==> src/hw/rtl/dhcp_option_scanner_core_defines.svh <==
// Assertion macros used by the scanner RTL.
`ifndef DHCP_OPTION_SCANNER_CORE_DEFINES_SVH
`define DHCP_OPTION_SCANNER_CORE_DEFINES_SVH

// Same-cycle implication, checked outside reset.
`define DOS_ASSERT_IMPL(lbl, clk, rstn, ante, cons, msg) \
    lbl: assert property (@(posedge clk) disable iff (!rstn) (ante) |-> (cons)) \
        else $error(msg);

// Next-cycle implication, checked outside reset.
`define DOS_ASSERT_NEXT(lbl, clk, rstn, ante, cons, msg) \
    lbl: assert property (@(posedge clk) disable iff (!rstn) (ante) |=> (cons)) \
        else $error(msg);

`endif

==> src/hw/rtl/dos_pkg.sv <==
package dos_pkg;

    localparam int BYTE_W = 8;
    localparam int COOKIE_IDX_W = 2;

    localparam logic [BYTE_W-1:0] OPT_PAD      = 8'd0;
    localparam logic [BYTE_W-1:0] OPT_END      = 8'd255;
    localparam logic [BYTE_W-1:0] OPT_MSG_TYPE = 8'd53;
    localparam logic [BYTE_W-1:0] OPT_RELAY    = 8'd82;
    localparam logic [BYTE_W-1:0] MSG_DISCOVER = 8'd1;
    localparam logic [BYTE_W-1:0] MSG_REQUEST  = 8'd3;

    localparam logic [COOKIE_IDX_W-1:0] COOKIE_IDX_LAST = 2'd3;

    typedef enum logic [2:0] {
        PH_COOKIE,
        PH_ID,
        PH_LEN,
        PH_BODY_FIRST,
        PH_BODY_REST,
        PH_DONE
    } t_phase;

    function automatic logic [BYTE_W-1:0] cookie_byte(input logic [COOKIE_IDX_W-1:0] idx);
        logic [BYTE_W-1:0] v;
        case (idx)
            2'd0:    v = 8'h63;
            2'd1:    v = 8'h82;
            2'd2:    v = 8'h53;
            default: v = 8'h63;
        endcase
        return v;
    endfunction

endpackage

==> src/hw/rtl/dhcp_option_scanner_core.sv <==
// Channel   Handshake                 Payload
// input     i_in_valid / o_in_stall   i_data_byte, i_is_last
// output    o_out_valid / i_out_stall o_insert_relay_info, o_message_type,
//                                     o_relay_info_present, o_cookie_ok, o_truncated
//
// One byte per cycle unless a stalled result holds a last byte; each byte is
// captured in the input register, and the scan state and result register then
// update from it. A result is valid once its last byte leaves the input register.
// Reset is synchronous, active low, and clears the scan state and both valids.
// A stalled result blocks only a last byte; all other bytes keep flowing.
`include "dhcp_option_scanner_core_defines.svh"

module dhcp_option_scanner_core (
    input  logic                        i_clk,
    input  logic                        i_rst_n,
    input  logic                        i_in_valid,
    output logic                        o_in_stall,
    input  logic [dos_pkg::BYTE_W-1:0]  i_data_byte,
    input  logic                        i_is_last,
    output logic                        o_out_valid,
    input  logic                        i_out_stall,
    output logic                        o_insert_relay_info,
    output logic [dos_pkg::BYTE_W-1:0]  o_message_type,
    output logic                        o_relay_info_present,
    output logic                        o_cookie_ok,
    output logic                        o_truncated
);
    import dos_pkg::*;

    logic                    r_in_valid;
    logic [BYTE_W-1:0]       r_in_byte;
    logic                    r_in_last;

    t_phase                  r_phase;
    t_phase                  n_phase;
    logic [COOKIE_IDX_W-1:0] r_cookie_index;
    logic [COOKIE_IDX_W-1:0] n_cookie_index;
    logic                    r_cookie_match;
    logic                    n_cookie_match;
    logic [BYTE_W-1:0]       r_current_option;
    logic [BYTE_W-1:0]       n_current_option;
    logic [BYTE_W-1:0]       r_bytes_left;
    logic [BYTE_W-1:0]       n_bytes_left;
    logic [BYTE_W-1:0]       r_pending_type;
    logic [BYTE_W-1:0]       n_pending_type;
    logic [BYTE_W-1:0]       r_committed_type;
    logic [BYTE_W-1:0]       n_committed_type;
    logic                    r_seen_relay;
    logic                    n_seen_relay;
    logic                    r_cut_short;
    logic                    n_cut_short;

    logic                    r_out_valid;
    logic                    r_out_insert;
    logic [BYTE_W-1:0]       r_out_type;
    logic                    r_out_relay;
    logic                    r_out_cookie_ok;
    logic                    r_out_truncated;

    logic                    w_s1_go;
    logic                    w_in_take;
    logic                    w_cookie_hit;
    logic [BYTE_W-1:0]       w_left_dec;
    logic                    w_ok;
    logic                    w_insert;

    assign w_s1_go   = r_in_valid && (!r_in_last || !r_out_valid || !i_out_stall);
    assign w_in_take = !r_in_valid || w_s1_go;
    assign o_in_stall = !w_in_take;

    assign w_cookie_hit = r_cookie_match && (r_in_byte == cookie_byte(r_cookie_index));
    assign w_left_dec   = r_bytes_left - 8'd1;

    always_ff @(posedge i_clk) begin
        if (!i_rst_n) begin
            r_in_valid <= 1'b0;
        end else if (w_in_take) begin
            r_in_valid <= i_in_valid;
        end
    end

    always_ff @(posedge i_clk) begin
        if (w_in_take && i_in_valid) begin
            r_in_byte <= i_data_byte;
            r_in_last <= i_is_last;
        end
    end

    always_comb begin
        n_phase = r_phase;
        unique case (r_phase)
            PH_COOKIE: begin
                if (r_cookie_index == COOKIE_IDX_LAST) begin
                    n_phase = w_cookie_hit ? PH_ID : PH_DONE;
                end
            end
            PH_ID: begin
                if (r_in_byte == OPT_END) begin
                    n_phase = PH_DONE;
                end else if (r_in_byte != OPT_PAD) begin
                    n_phase = PH_LEN;
                end
            end
            PH_LEN: begin
                n_phase = (r_in_byte == '0) ? PH_ID : PH_BODY_FIRST;
            end
            PH_BODY_FIRST, PH_BODY_REST: begin
                n_phase = (w_left_dec == '0) ? PH_ID : PH_BODY_REST;
            end
            PH_DONE: begin
                n_phase = PH_DONE;
            end
            default: begin
                n_phase = PH_DONE;
            end
        endcase
    end

    always_comb begin
        n_cookie_index   = r_cookie_index;
        n_cookie_match   = r_cookie_match;
        n_current_option = r_current_option;
        n_bytes_left     = r_bytes_left;
        n_pending_type   = r_pending_type;
        n_committed_type = r_committed_type;
        n_seen_relay     = r_seen_relay;
        n_cut_short      = r_cut_short;
        unique case (r_phase)
            PH_COOKIE: begin
                n_cookie_match = w_cookie_hit;
                n_cookie_index = r_cookie_index + 2'd1;
            end
            PH_ID: begin
                if (r_in_byte != OPT_END && r_in_byte != OPT_PAD) begin
                    n_current_option = r_in_byte;
                    if (r_in_last) begin
                        n_cut_short = 1'b1;
                    end
                end
            end
            PH_LEN: begin
                n_bytes_left = r_in_byte;
                if (r_in_byte == '0) begin
                    if (r_current_option == OPT_RELAY) begin
                        n_seen_relay = 1'b1;
                    end
                end else if (r_in_last) begin
                    n_cut_short = 1'b1;
                end
            end
            PH_BODY_FIRST, PH_BODY_REST: begin
                if (r_phase == PH_BODY_FIRST && r_current_option == OPT_MSG_TYPE) begin
                    n_pending_type = r_in_byte;
                end
                n_bytes_left = w_left_dec;
                if (w_left_dec == '0) begin
                    if (r_current_option == OPT_MSG_TYPE) begin
                        n_committed_type = n_pending_type;
                    end
                    if (r_current_option == OPT_RELAY) begin
                        n_seen_relay = 1'b1;
                    end
                end else if (r_in_last) begin
                    n_cut_short = 1'b1;
                end
            end
            default: begin
            end
        endcase
    end

    assign w_ok     = (n_phase != PH_COOKIE) && n_cookie_match;
    assign w_insert = w_ok && !n_seen_relay &&
                      (n_committed_type == MSG_DISCOVER || n_committed_type == MSG_REQUEST);

    always_ff @(posedge i_clk) begin
        if (!i_rst_n || (w_s1_go && r_in_last)) begin
            r_phase          <= PH_COOKIE;
            r_cookie_index   <= '0;
            r_cookie_match   <= 1'b1;
            r_current_option <= '0;
            r_bytes_left     <= '0;
            r_pending_type   <= '0;
            r_committed_type <= '0;
            r_seen_relay     <= 1'b0;
            r_cut_short      <= 1'b0;
        end else if (w_s1_go) begin
            r_phase          <= n_phase;
            r_cookie_index   <= n_cookie_index;
            r_cookie_match   <= n_cookie_match;
            r_current_option <= n_current_option;
            r_bytes_left     <= n_bytes_left;
            r_pending_type   <= n_pending_type;
            r_committed_type <= n_committed_type;
            r_seen_relay     <= n_seen_relay;
            r_cut_short      <= n_cut_short;
        end
    end

    always_ff @(posedge i_clk) begin
        if (!i_rst_n) begin
            r_out_valid <= 1'b0;
        end else if (w_s1_go && r_in_last) begin
            r_out_valid <= 1'b1;
        end else if (!i_out_stall) begin
            r_out_valid <= 1'b0;
        end
    end

    always_ff @(posedge i_clk) begin
        if (w_s1_go && r_in_last) begin
            r_out_insert    <= w_insert;
            r_out_type      <= n_committed_type;
            r_out_relay     <= n_seen_relay;
            r_out_cookie_ok <= w_ok;
            r_out_truncated <= n_cut_short;
        end
    end

    assign o_out_valid          = r_out_valid;
    assign o_insert_relay_info  = r_out_insert;
    assign o_message_type       = r_out_type;
    assign o_relay_info_present = r_out_relay;
    assign o_cookie_ok          = r_out_cookie_ok;
    assign o_truncated          = r_out_truncated;

    `DOS_ASSERT_IMPL(a_insert_needs_cookie, i_clk, i_rst_n,
        o_out_valid && o_insert_relay_info,
        o_cookie_ok && !o_relay_info_present &&
        (o_message_type == MSG_DISCOVER || o_message_type == MSG_REQUEST),
        "insert flagged without its conditions")
    `DOS_ASSERT_IMPL(a_bad_cookie_clean, i_clk, i_rst_n,
        o_out_valid && !o_cookie_ok,
        o_message_type == '0 && !o_relay_info_present && !o_truncated,
        "options reported without a valid cookie")
    `DOS_ASSERT_IMPL(a_cookie_phase_clean, i_clk, i_rst_n,
        r_phase == PH_COOKIE,
        r_committed_type == '0 && !r_seen_relay && !r_cut_short,
        "option state set during cookie phase")
    `DOS_ASSERT_NEXT(a_last_rearms, i_clk, i_rst_n,
        w_s1_go && r_in_last,
        r_out_valid && r_phase == PH_COOKIE && r_cookie_index == '0,
        "last byte did not rearm the scanner")

endmodule
==> config.mk <==
export PLATFORM = sky130hd
export DESIGN_NAME = dhcp_option_scanner_core
export DESIGN_NICKNAME = d
export VERILOG_FILES = /design/src/hw/rtl/dos_pkg.sv /design/src/hw/rtl/dhcp_option_scanner_core.sv
export VERILOG_INCLUDE_DIRS = /design/src /design/src/hw/rtl
export SDC_FILE = /design/constraint.sdc
export NUM_CORES = 1
export LEC_CHECK = 0
export ABC_AREA = 1
export BUFFER_PORTS_ARGS = -buffer_cell sky130_fd_sc_hd__buf_4
export CAP_MARGIN = 20
export CORE_UTILIZATION = 30
export DETAILED_ROUTE_END_ITERATION = 10
export PLACE_DENSITY_LB_ADDON = 0.08
export SYNTH_ARGS = -nofsm -noshare
export SYNTH_HDL_FRONTEND = slang
export SYNTH_SLANG_ARGS = --single-unit
export TNS_END_PERCENT = 50
==> constraint.sdc <==
create_clock -name i_clk -period 4.6 [get_ports i_clk]
set_input_delay 0.69 -clock i_clk [delete_from_list [all_inputs] [get_ports i_clk]]
set_output_delay 0.69 -clock i_clk [all_outputs]
set_load 0.005 [all_outputs]
Word level (Yosys, flattened, before mapping) --
Index checks and enable logic that the tools add are counted. Widths: inputs -> output; s select.
Word-level totals: register bits after elaboration 63, bits of input ports 13, output and inout port bits 14, logic and storage cells 92
Operators by class: $add $sub $neg 2, equality and inequality tests 15, multiplexer cells 25, reduce and logical (&&, ||, !) cells 32
Operator list (count):
- $mux 8 | 4
- $pmux 8 s2 | 2
- $logic_not 8->1 | 2
- $mux 3 | 5
- $pmux 3 s4 | 1
- $mux 1 | 10
- $logic_and 1x1->1 | 9
- $eq 8x1->1 const B | 1
- $eq 8x2->1 const B | 1
- $eq 8x6->1 const B | 1
- $eq 8x7->1 const B | 1
- $eq 8x8->1 | 1
- $eq 8x8->1 const B | 1
- $ne 8x8->1 const B | 1
- $reduce_bool 8->1 | 1
- $sub 8x1->8 const B | 1
- $logic_not 1->1 | 7
- $eq 3x2->1 const B | 2
- $reduce_and 2->1 | 3
- $logic_or 1x1->1 | 5
- $eq 2x2->1 const B | 2
- $eq 3x1->1 const B | 1
- $eq 3x3->1 const B | 1
- $logic_not 3->1 | 1
- other kinds (10) | 10

Depth between registers and ports, before layout --
Gate-level depths: netlist of run 1.
depth in word-level cells 11, mapped depth 16

Least setup slack after synthesis of run 1 --
No wires, ideal clock.
kind reg2reg, from register r_bytes_left[0], to register r_out_insert (netlist: o_insert_relay_info) (data pin), data arrival time 1.676 ns, required time 4.349 ns, path slack 2.674 ns, stages on the path, launching flop included 15, path buffers 0, clock period less this slack 1.926 ns, cell sequence dfxtp_1 > inv_1 > ha_1 > nand2_1 > nand2_1 > nor2_1 > nand3_2 > nor2_4 > nand4_4 > clkinv_4 > nand2_1 > o21ai_1 > nor2_1 > nand2_1 > nor2_2
Between the ends: elaborated cells on any way between the ends 16, those cells by class 1 x add/sub; 2 x eq/ne; 6 x mux; 7 x reduce/logical
RTL lines:
- start: declaration | line dhcp_option_scanner_core.sv:42 | logic [BYTE_W-1:0] r_bytes_left;
- start signal: assignment | line dhcp_option_scanner_core.sv:192 | r_bytes_left <= n_bytes_left;
- $sub 8x1->8 * | line dhcp_option_scanner_core.sv:72 | assign w_left_dec = r_bytes_left - 8'd1;
- $logic_not 8->1 * | line dhcp_option_scanner_core.sv:156 | if (w_left_dec == '0) begin
- $mux 8 * | line dhcp_option_scanner_core.sv:156
- $mux 8 * | line dhcp_option_scanner_core.sv:128 | unique case (r_phase)
- named net n_committed_type[6] | line dhcp_option_scanner_core.sv:47 | logic [BYTE_W-1:0] n_committed_type;
- $eq 8x1->1 or $eq 8x2->1 (tied branches) | line dhcp_option_scanner_core.sv:174 | (n_committed_type == MSG_DISCOVER || n_committed_type == MSG_REQUEST);
- $logic_or 1x1->1 * | line dhcp_option_scanner_core.sv:174
- $logic_and 1x1->1 * | line dhcp_option_scanner_core.sv:173 | assign w_insert = w_ok && !n_seen_relay &&
- named net w_insert | line dhcp_option_scanner_core.sv:65 | logic w_insert;
- end signal: assignment | line dhcp_option_scanner_core.sv:212 | r_out_insert <= w_insert;
- end: declaration | line dhcp_option_scanner_core.sv:54 | logic r_out_insert;
Mark *: on every way through the listed nets, which the timed path passes. The rest lies on a longest branch. A chain may end at the register's enable or synchronous reset.

Worst setup path after layout of run 1 --
from input port i_out_stall, to register r_bytes_left[0]
Between the ends: word-level cells in the longest chain between the ends 5, elaborated cells on any way between the ends 6, those cells by class 6 x reduce/logical
RTL lines:
- start: declaration | line dhcp_option_scanner_core.sv:21 | input logic i_out_stall,
- $logic_not 1->1 *
- $logic_or 1x1->1 * | line dhcp_option_scanner_core.sv:67 | assign w_s1_go = r_in_valid && (!r_in_last || !r_out_valid || !i_out_stall);
- $logic_and 1x1->1 * | line dhcp_option_scanner_core.sv:67
- $logic_and 1x1->1 | line dhcp_option_scanner_core.sv:177 | if (!i_rst_n || (w_s1_go && r_in_last)) begin
- $logic_or 1x1->1 | line dhcp_option_scanner_core.sv:177
Mark *: on every way between the ends. The rest lies on a longest branch, timed or not.

==> results.md, run 1 <==
* R2R Setup Slk at 2.22 ns
* Starting DRT DRC Count at 143
* Critical Path AT at roughly 2.7 ns
* Status: completed
* Power Total at 1.221 mW
* R2r startpoint: o_out_valid
* CP delay by family, top: buffers and inverters
* Element type at the critical path start: input pin
* Post-CTS sizing at 0
* Biggest area consumer among synthesized cells: dfxtp_1
* Period minus WS final at 2.460 ns
* Count leader, synth: nand2_1
* Root buf cell: clkbuf_8
* Drt first pass iters at 4
* Netlist Area Pre-Place at 0.003204 sq mm
* Final core utilization at between 30% and 40%
* Max Cap Viol at 0
* Mapped Cells at 430
* Grt ovf at 0
* Worst-Margin Slew at 0.7295 ns
* Synthesized Nets at roughly 450
* Adder-Cell Fraction of Synth Area at approximately 2.0%
* Clock Sinks at 63
* Synth area leaders: dfxtp_1 26%, edfxtp_1 20%, nand2_1 11%, inv_1 10%, o21ai_0 5.9%
* Worst hold path startpoint: r_current_option[7]
* Largest net degree at the start of global routing at 23
* Via density at 4.503
* DIE WIDTH at 105.4 um
* Simple-gate area share of the yosys netlist at 23.78%
* IO Count at 27
* Core outline area at 0.01032 sq mm
* Hold crit path type: reg -> reg
* Hold-critical path depth at 2
* Synth unique cells at 34
* CP Cell Sequence: buf_4 -> nand2_1 -> inv_1 -> nand2_1 -> nand2_1 -> buf_4 -> inv_1 -> nand2_1 -> nand2_1 -> buf_4 -> inv_1 -> o21ai_0 -> a31oi_1
* CP max stage delay at 0.55 ns
* Clock Latency Late Sink at approximately 0.34 ns
* DRC errors left at 0
* EDFF count, synth at 21
* Reg2reg path depth at 12
* Synthesized flop and latch total at 63
* Area post-placement at 0.003530 sq mm
* Complex-gate fraction of the synthesized area at 15.66%
* YS warnings at 0
* Final instance area at 0.003711 sq mm
* Post-CTS setup buffer count at 0
* Reg area at 0.001471 sq mm
* IO Port Bufs at 26
* CP Buf/Inv Count at 6
* Seq/Total Area, Yosys at 45.92%
* Max FO, Critical Path at 22
* Routed Antenna Nets at 0
* Largest family of logic cells by synthesized area: simple AND/OR/NAND/NOR gates
* Crit share post-route at 53.47%
* Area delta synth->final at 15.81%
* Xor-xnor portion of the synthesized cell area at 0.2733%
* Hold Buf Count CTS at 0
* Final #Nets at 476
* P_leak at roughly 1.8 nW
* Setup crit end kind: flip-flop
* Commonest cells in the synthesized netlist: 91 x nand2_1, 87 x inv_1, 42 x dfxtp_1
* Diodes inserted at 0
* Reg2Reg Capture Point: r_bytes_left[0]
* First-pass GRT wire length at between 10,000 and 15,000 um
* Worst vdd ir at approximately 0.00012 V
* Critical Path Most Common Cell: nand2_1
* GRT Util Overall at between 10 and 15%
* CTS H-tree depth at 3
* Vias in the first global route at 2,493
* Placed instance count at 583
* Max transition margin at between 50% and 60%
* Syn_area_per_cell at 7.452 sq um
* Setup-failing EPs final at 0
* Worst Skew at 0.009025 ns
* DP Wirelength at ~5600 um
* Multi-input logic area at 0.001335 sq mm
* CTS tree: built
* Final hold viol count at 0
* Post-synth top flop: dfxtp_1
* RD Place Congestion at around 0.82
* Ys async rst share at 0%
* Top cell type's share of synthesized area at between 20% and 30%
* RSZ-0062 raised after global routing: false
* CTS buffer count at 9
* PD cells at 329.1 mW/mm^2
* Final wirelength at 7606 um
* Final Non-Filler Cells at 599
* Multiplexer share of the synthesized area at 0%
* Initial antenna violation count at 0
* Setup Crit Path Kind: in -> reg
* Wire length per cell at 12.70 um
* Fmax at slightly above 400 MHz
* Layout cells sized above 1 at 13.39%
* Fin. max-slew vios at 0
* # fillers at 1,116
* CP max stage cell: inv_1
* Row cnt at 37
* Die area at 0.01110 sq mm
* Clock-pin slew on the worst setup and hold paths at 0.07 ns
* Max Root-Sink Buffers at 2
* Die Ht at 105.4 um
* Worst Hold Endpoint: r_current_option[7]
* Setup TNS at 0 ns
* Worst Path Required at 4.87 ns
* Initial core utilization at between 30% and 40%
* Via count at 2,697
## metal layers
metal / wire, um / global-route usage (%) / part of all wire [%]
met1: 3696 / 19.66 / 49
met2: 3497 / 23.68 / 46
met3: 319 / 3.711 / 4.2
met4: 93 / 4.829 / 1.2
met5: 0 / 0 / 0
## registers in the layout, summed over array words and instances, names as in the netlist, 2 cells and up
register / flops
o_message_type: 8
r_bytes_left: 8
r_committed_type: 8
r_current_option: 8
r_in_byte: 8
r_pending_type: 8
r_phase: 3
r_cookie_index: 2
## kinds of logic after synthesis
| family | Yosys count |
|---|---|
| AOI/OAI and AO/OA | 89 |
| xor gates and xnor gates | 1 |
| adders and majority gates | 5 |
| buffers and inverters | 101 |
| DFF | 63 |
| and+or+nand+nor | 171 |
## cell usage in the layout (no fill, tap or decap), types with 4 or more instances in the layout
cell / synthesis / final
ha_1: 5 / 5
clkbuf_8: 0 / 9
o21ai_2: 4 / 4
o21ai_1: 6 / 6
nor2_2: 4 / 4
nor3_1: 5 / 5
nor2_1: 38 / 38
nand4_1: 5 / 5
edfxtp_1: 21 / 21
dfxtp_1: 42 / 42
nand2_1: 91 / 91
a21oi_1: 24 / 24
nand3_1: 16 / 16
o21ai_0: 38 / 38
o211ai_1: 7 / 7
inv_1: 87 / 87
buf_4: 2 / 28
## report_power, final
part | switching (mW) | internal, mW | total, mW
clock | 0.214 | 0.246 | 0.460
combinational | 0.0945 | 0.0506 | 0.145
sequential | 0.0173 | 0.598 | 0.616
total | 0.326 | 0.895 | 1.22
## worst max path at each step
stage / end / cells past startpoint / from
after CTS: r_bytes_left[0] / 13 / i_out_stall
after global placement: r_bytes_left[2] / 13 / i_out_stall
after floorplan: o_insert_relay_info / 14 / r_bytes_left[0]
final: r_bytes_left[0] / 13 / i_out_stall
after detailed placement: r_bytes_left[0] / 13 / i_out_stall
after global routing: r_current_option[6] / 13 / i_out_stall
## metrics by stage
stage               hold slack (ns)  worst slack [ns]
floorplan                    0.4292             2.674
global placement             0.4613             1.870
finish                       0.4711             2.140
CTS                          0.4754             2.156
detailed placement           0.4659             1.797
global route                 0.4958             1.880
## layout make-up
class / instances / share of cell area [%]
multi-input cells: 266 / 35.97
flip-flops and latches: 63 / 39.65
well taps: 136 / 4.585
repair buffers: 28 / 5.664
clock inverters: 5 / 1.349
clock buffers: 11 / 3.540
inverters: 90 / 9.238
## worst min-delay path: stages (launching register included)
cell and delay, ns:
dfxtp_1 0.30, inv_1 0.07, a21oi_1 0.06
(Power assumes the default switching activity.)
==> inputs of run 2 (changes only) <==
==> constraint.sdc (replaced) <==
create_clock -name i_clk -period 2.53 [get_ports i_clk]
set_input_delay 0.3795 -clock i_clk [delete_from_list [all_inputs] [get_ports i_clk]]
set_output_delay 0.3795 -clock i_clk [all_outputs]
set_load 0.005 [all_outputs]
==> results.md, run 2 (synthesis results as in run 1) <==
* Status: completed (unchanged)
* CTS H-tree depth at 3 (unchanged)
* Fmax at 447.5 MHz
* DP Wirelength at 5502 um (was 5583 um)
* IO Port Bufs at 26 (unchanged)
* First-pass GRT wire length at 13,010 um (was 12,590 um)
* Initial core utilization at 31.04% (unchanged)
* Via count at 2,668 (was 2,697)
* Clock Sinks at 63 (unchanged)
* Die area at 0.01110 sq mm (unchanged)
* P_leak at 1.805 nW (was 1.766 nW)
* Worst-Margin Slew at 0.7142 ns (was 0.7295 ns)
* Setup-failing EPs final at 0 (unchanged)
* Area delta synth->final at 17.73% (was 15.81%)
* Worst Skew at 0.009387 ns (was 0.009025 ns)
* Most common cell after layout, fill and taps aside: nand2_1 (unchanged)
* Final core utilization at 36.54% (was 35.95%)
* Core outline area at 0.01032 sq mm (unchanged)
* CTS tree: built (unchanged)
* Max transition margin at 52.34% (was 51.19%)
* Final #Nets at 481 (was 476)
* Final hold viol count at 0 (unchanged)
* Clock Latency Late Sink at 0.34 ns (about the same)
* Wire length per cell at 12.50 um (was 12.70 um)
* Most frequent cells in the layout: 91 x nand2_1, 87 x inv_1, 42 x dfxtp_1, 38 x o21ai_0, 38 x nor2_1 (unchanged)
* Row cnt at 37 (unchanged)
* RSZ-0062 raised after global routing: false (unchanged)
* DIE WIDTH at 105.4 um (unchanged)
* Final wirelength at 7547 um (was 7606 um)
* Hold Buf Count CTS at 0 (unchanged)
* Setup crit end kind: flip-flop (unchanged)
* Fin. max-slew vios at 0 (unchanged)
* Post-CTS sizing at 0 (unchanged)
* Hold crit path type: in -> reg (was reg -> reg)
* Setup Crit Path Kind: reg -> reg (was in -> reg)
* Diodes inserted at 0 (unchanged)
* Clock-pin slew on the worst setup and hold paths at 0.07 ns (about the same)
* Worst Path Required at 2.73 ns (was 4.87 ns)
* Period minus WS final at 2.235 ns
* Element type at the critical path start: flip-flop (was input pin)
* Initial antenna violation count at 0 (unchanged)
* Post-CTS setup buffer count at 0 (unchanged)
* Drt first pass iters at 5 (was 4)
* Max Cap Viol at 0 (unchanged)
* IO Count at 27 (unchanged)
* DRC errors left at 0 (unchanged)
* Root buf cell: clkbuf_8 (unchanged)
* Worst vdd ir at 0.0002672 V (was 0.0001189 V)
* Grt ovf at 0 (unchanged)
* Layout cells sized above 1 at 14.53% (was 13.39%)
* Starting DRT DRC Count at 76 (was 143)
* Die Ht at 105.4 um (unchanged)
* Crit share post-route at 88.33%
* Max FO, Critical Path at 9 (was 22)
* CTS buffer count at 9 (unchanged)
* Critical Path AT at 2.44 ns (was 2.73 ns)
* RD Place Congestion at 0.8389 (was 0.8193)
* Setup TNS at 0 ns (unchanged)
* GRT Util Overall at 15.09% (was 14.87%)
* Routed Antenna Nets at 0 (unchanged)
* Max Root-Sink Buffers at 2 (unchanged)
* PD cells at 618.0 mW/mm^2 (was 329.1 mW/mm^2)
* Via density at 4.417 (was 4.503)
* Largest net degree at the start of global routing at 22 (was 23)
* Vias in the first global route at 2,688 (was 2,493)
[run 2: layout make-up]
cell class	instances	area (sq um)
tap	136	170.2
multi-input combinational	266	1335
fill	1083	6551
inverter	90	342.8
clock inverter	5	73.82
timing repair buffer	33	247.7
sequential	63	1471
clock buffer	11	131.4
[run 2: final timing paths]
check                   endpoint  slack [ns]                start  cells past startpoint
min reg2reg  r_current_option[7]        0.46  r_current_option[7]                      2
max          o_insert_relay_info        0.30      r_bytes_left[0]                     15
max reg2reg  o_insert_relay_info        0.30      r_bytes_left[0]                     15
min                    r_in_last        0.22            i_is_last                      1
[run 2: routing by layer]
layer,share of wire [%],track usage (%),vias up
li1,-,-,1437
met1,51,19.88,1186
met2,45,24.58,37
met3,3.1,3.092,8
met4,1.2,4.930,0
met5,0,0,-
[run 2: where the power goes]
| part | leakage [nW] | internal [mW] | total, mW | switching [mW] |
|---|---|---|---|---|
| Clock | 0.105 | 0.549 | 0.943 | 0.393 |
| Combinational | 1.16 | 0.0968 | 0.271 | 0.174 |
| Sequential | 0.541 | 1.09 | 1.12 | 0.0304 |
| Total | 1.80 | 1.73 | 2.33 | 0.597 |
[run 2: metrics by stage]
| step | instance area, sq um | power, mW | instances | hold WS (ns) | worst slack [ns] |
|---|---|---|---|---|---|
| floorplan | 3204 | 1.325 | 430 | 0.4292 | 0.6036 |
| global placement | 3567 | 1.416 | 588 | 0.4469 | 0.3600 |
| detailed placement | 3567 | 1.414 | 588 | 0.4509 | 0.3002 |
| CTS | 3772 | 2.368 | 604 | 0.2021 | 0.2791 |
| global route | 3772 | 2.456 | 604 | 0.1957 | 0.07814 |
| finish | 3772 | 2.331 | 604 | 0.2190 | 0.2953 |
[run 2: critical path, stage by stage, from the launching register on]
cell	delay, ns
dfxtp_1	0.36
inv_1	0.12
ha_1	0.26
nand2_1	0.10
nand2_1	0.07
nor2_1	0.12
nand3_2	0.11
nor2_4	0.14
nand4_4	0.19
clkinv_4	0.13
nand2_1	0.06
nand2_1	0.08
nand2_1	0.05
nor2_1	0.14
nand2_1	0.09
nor2_2	0.08
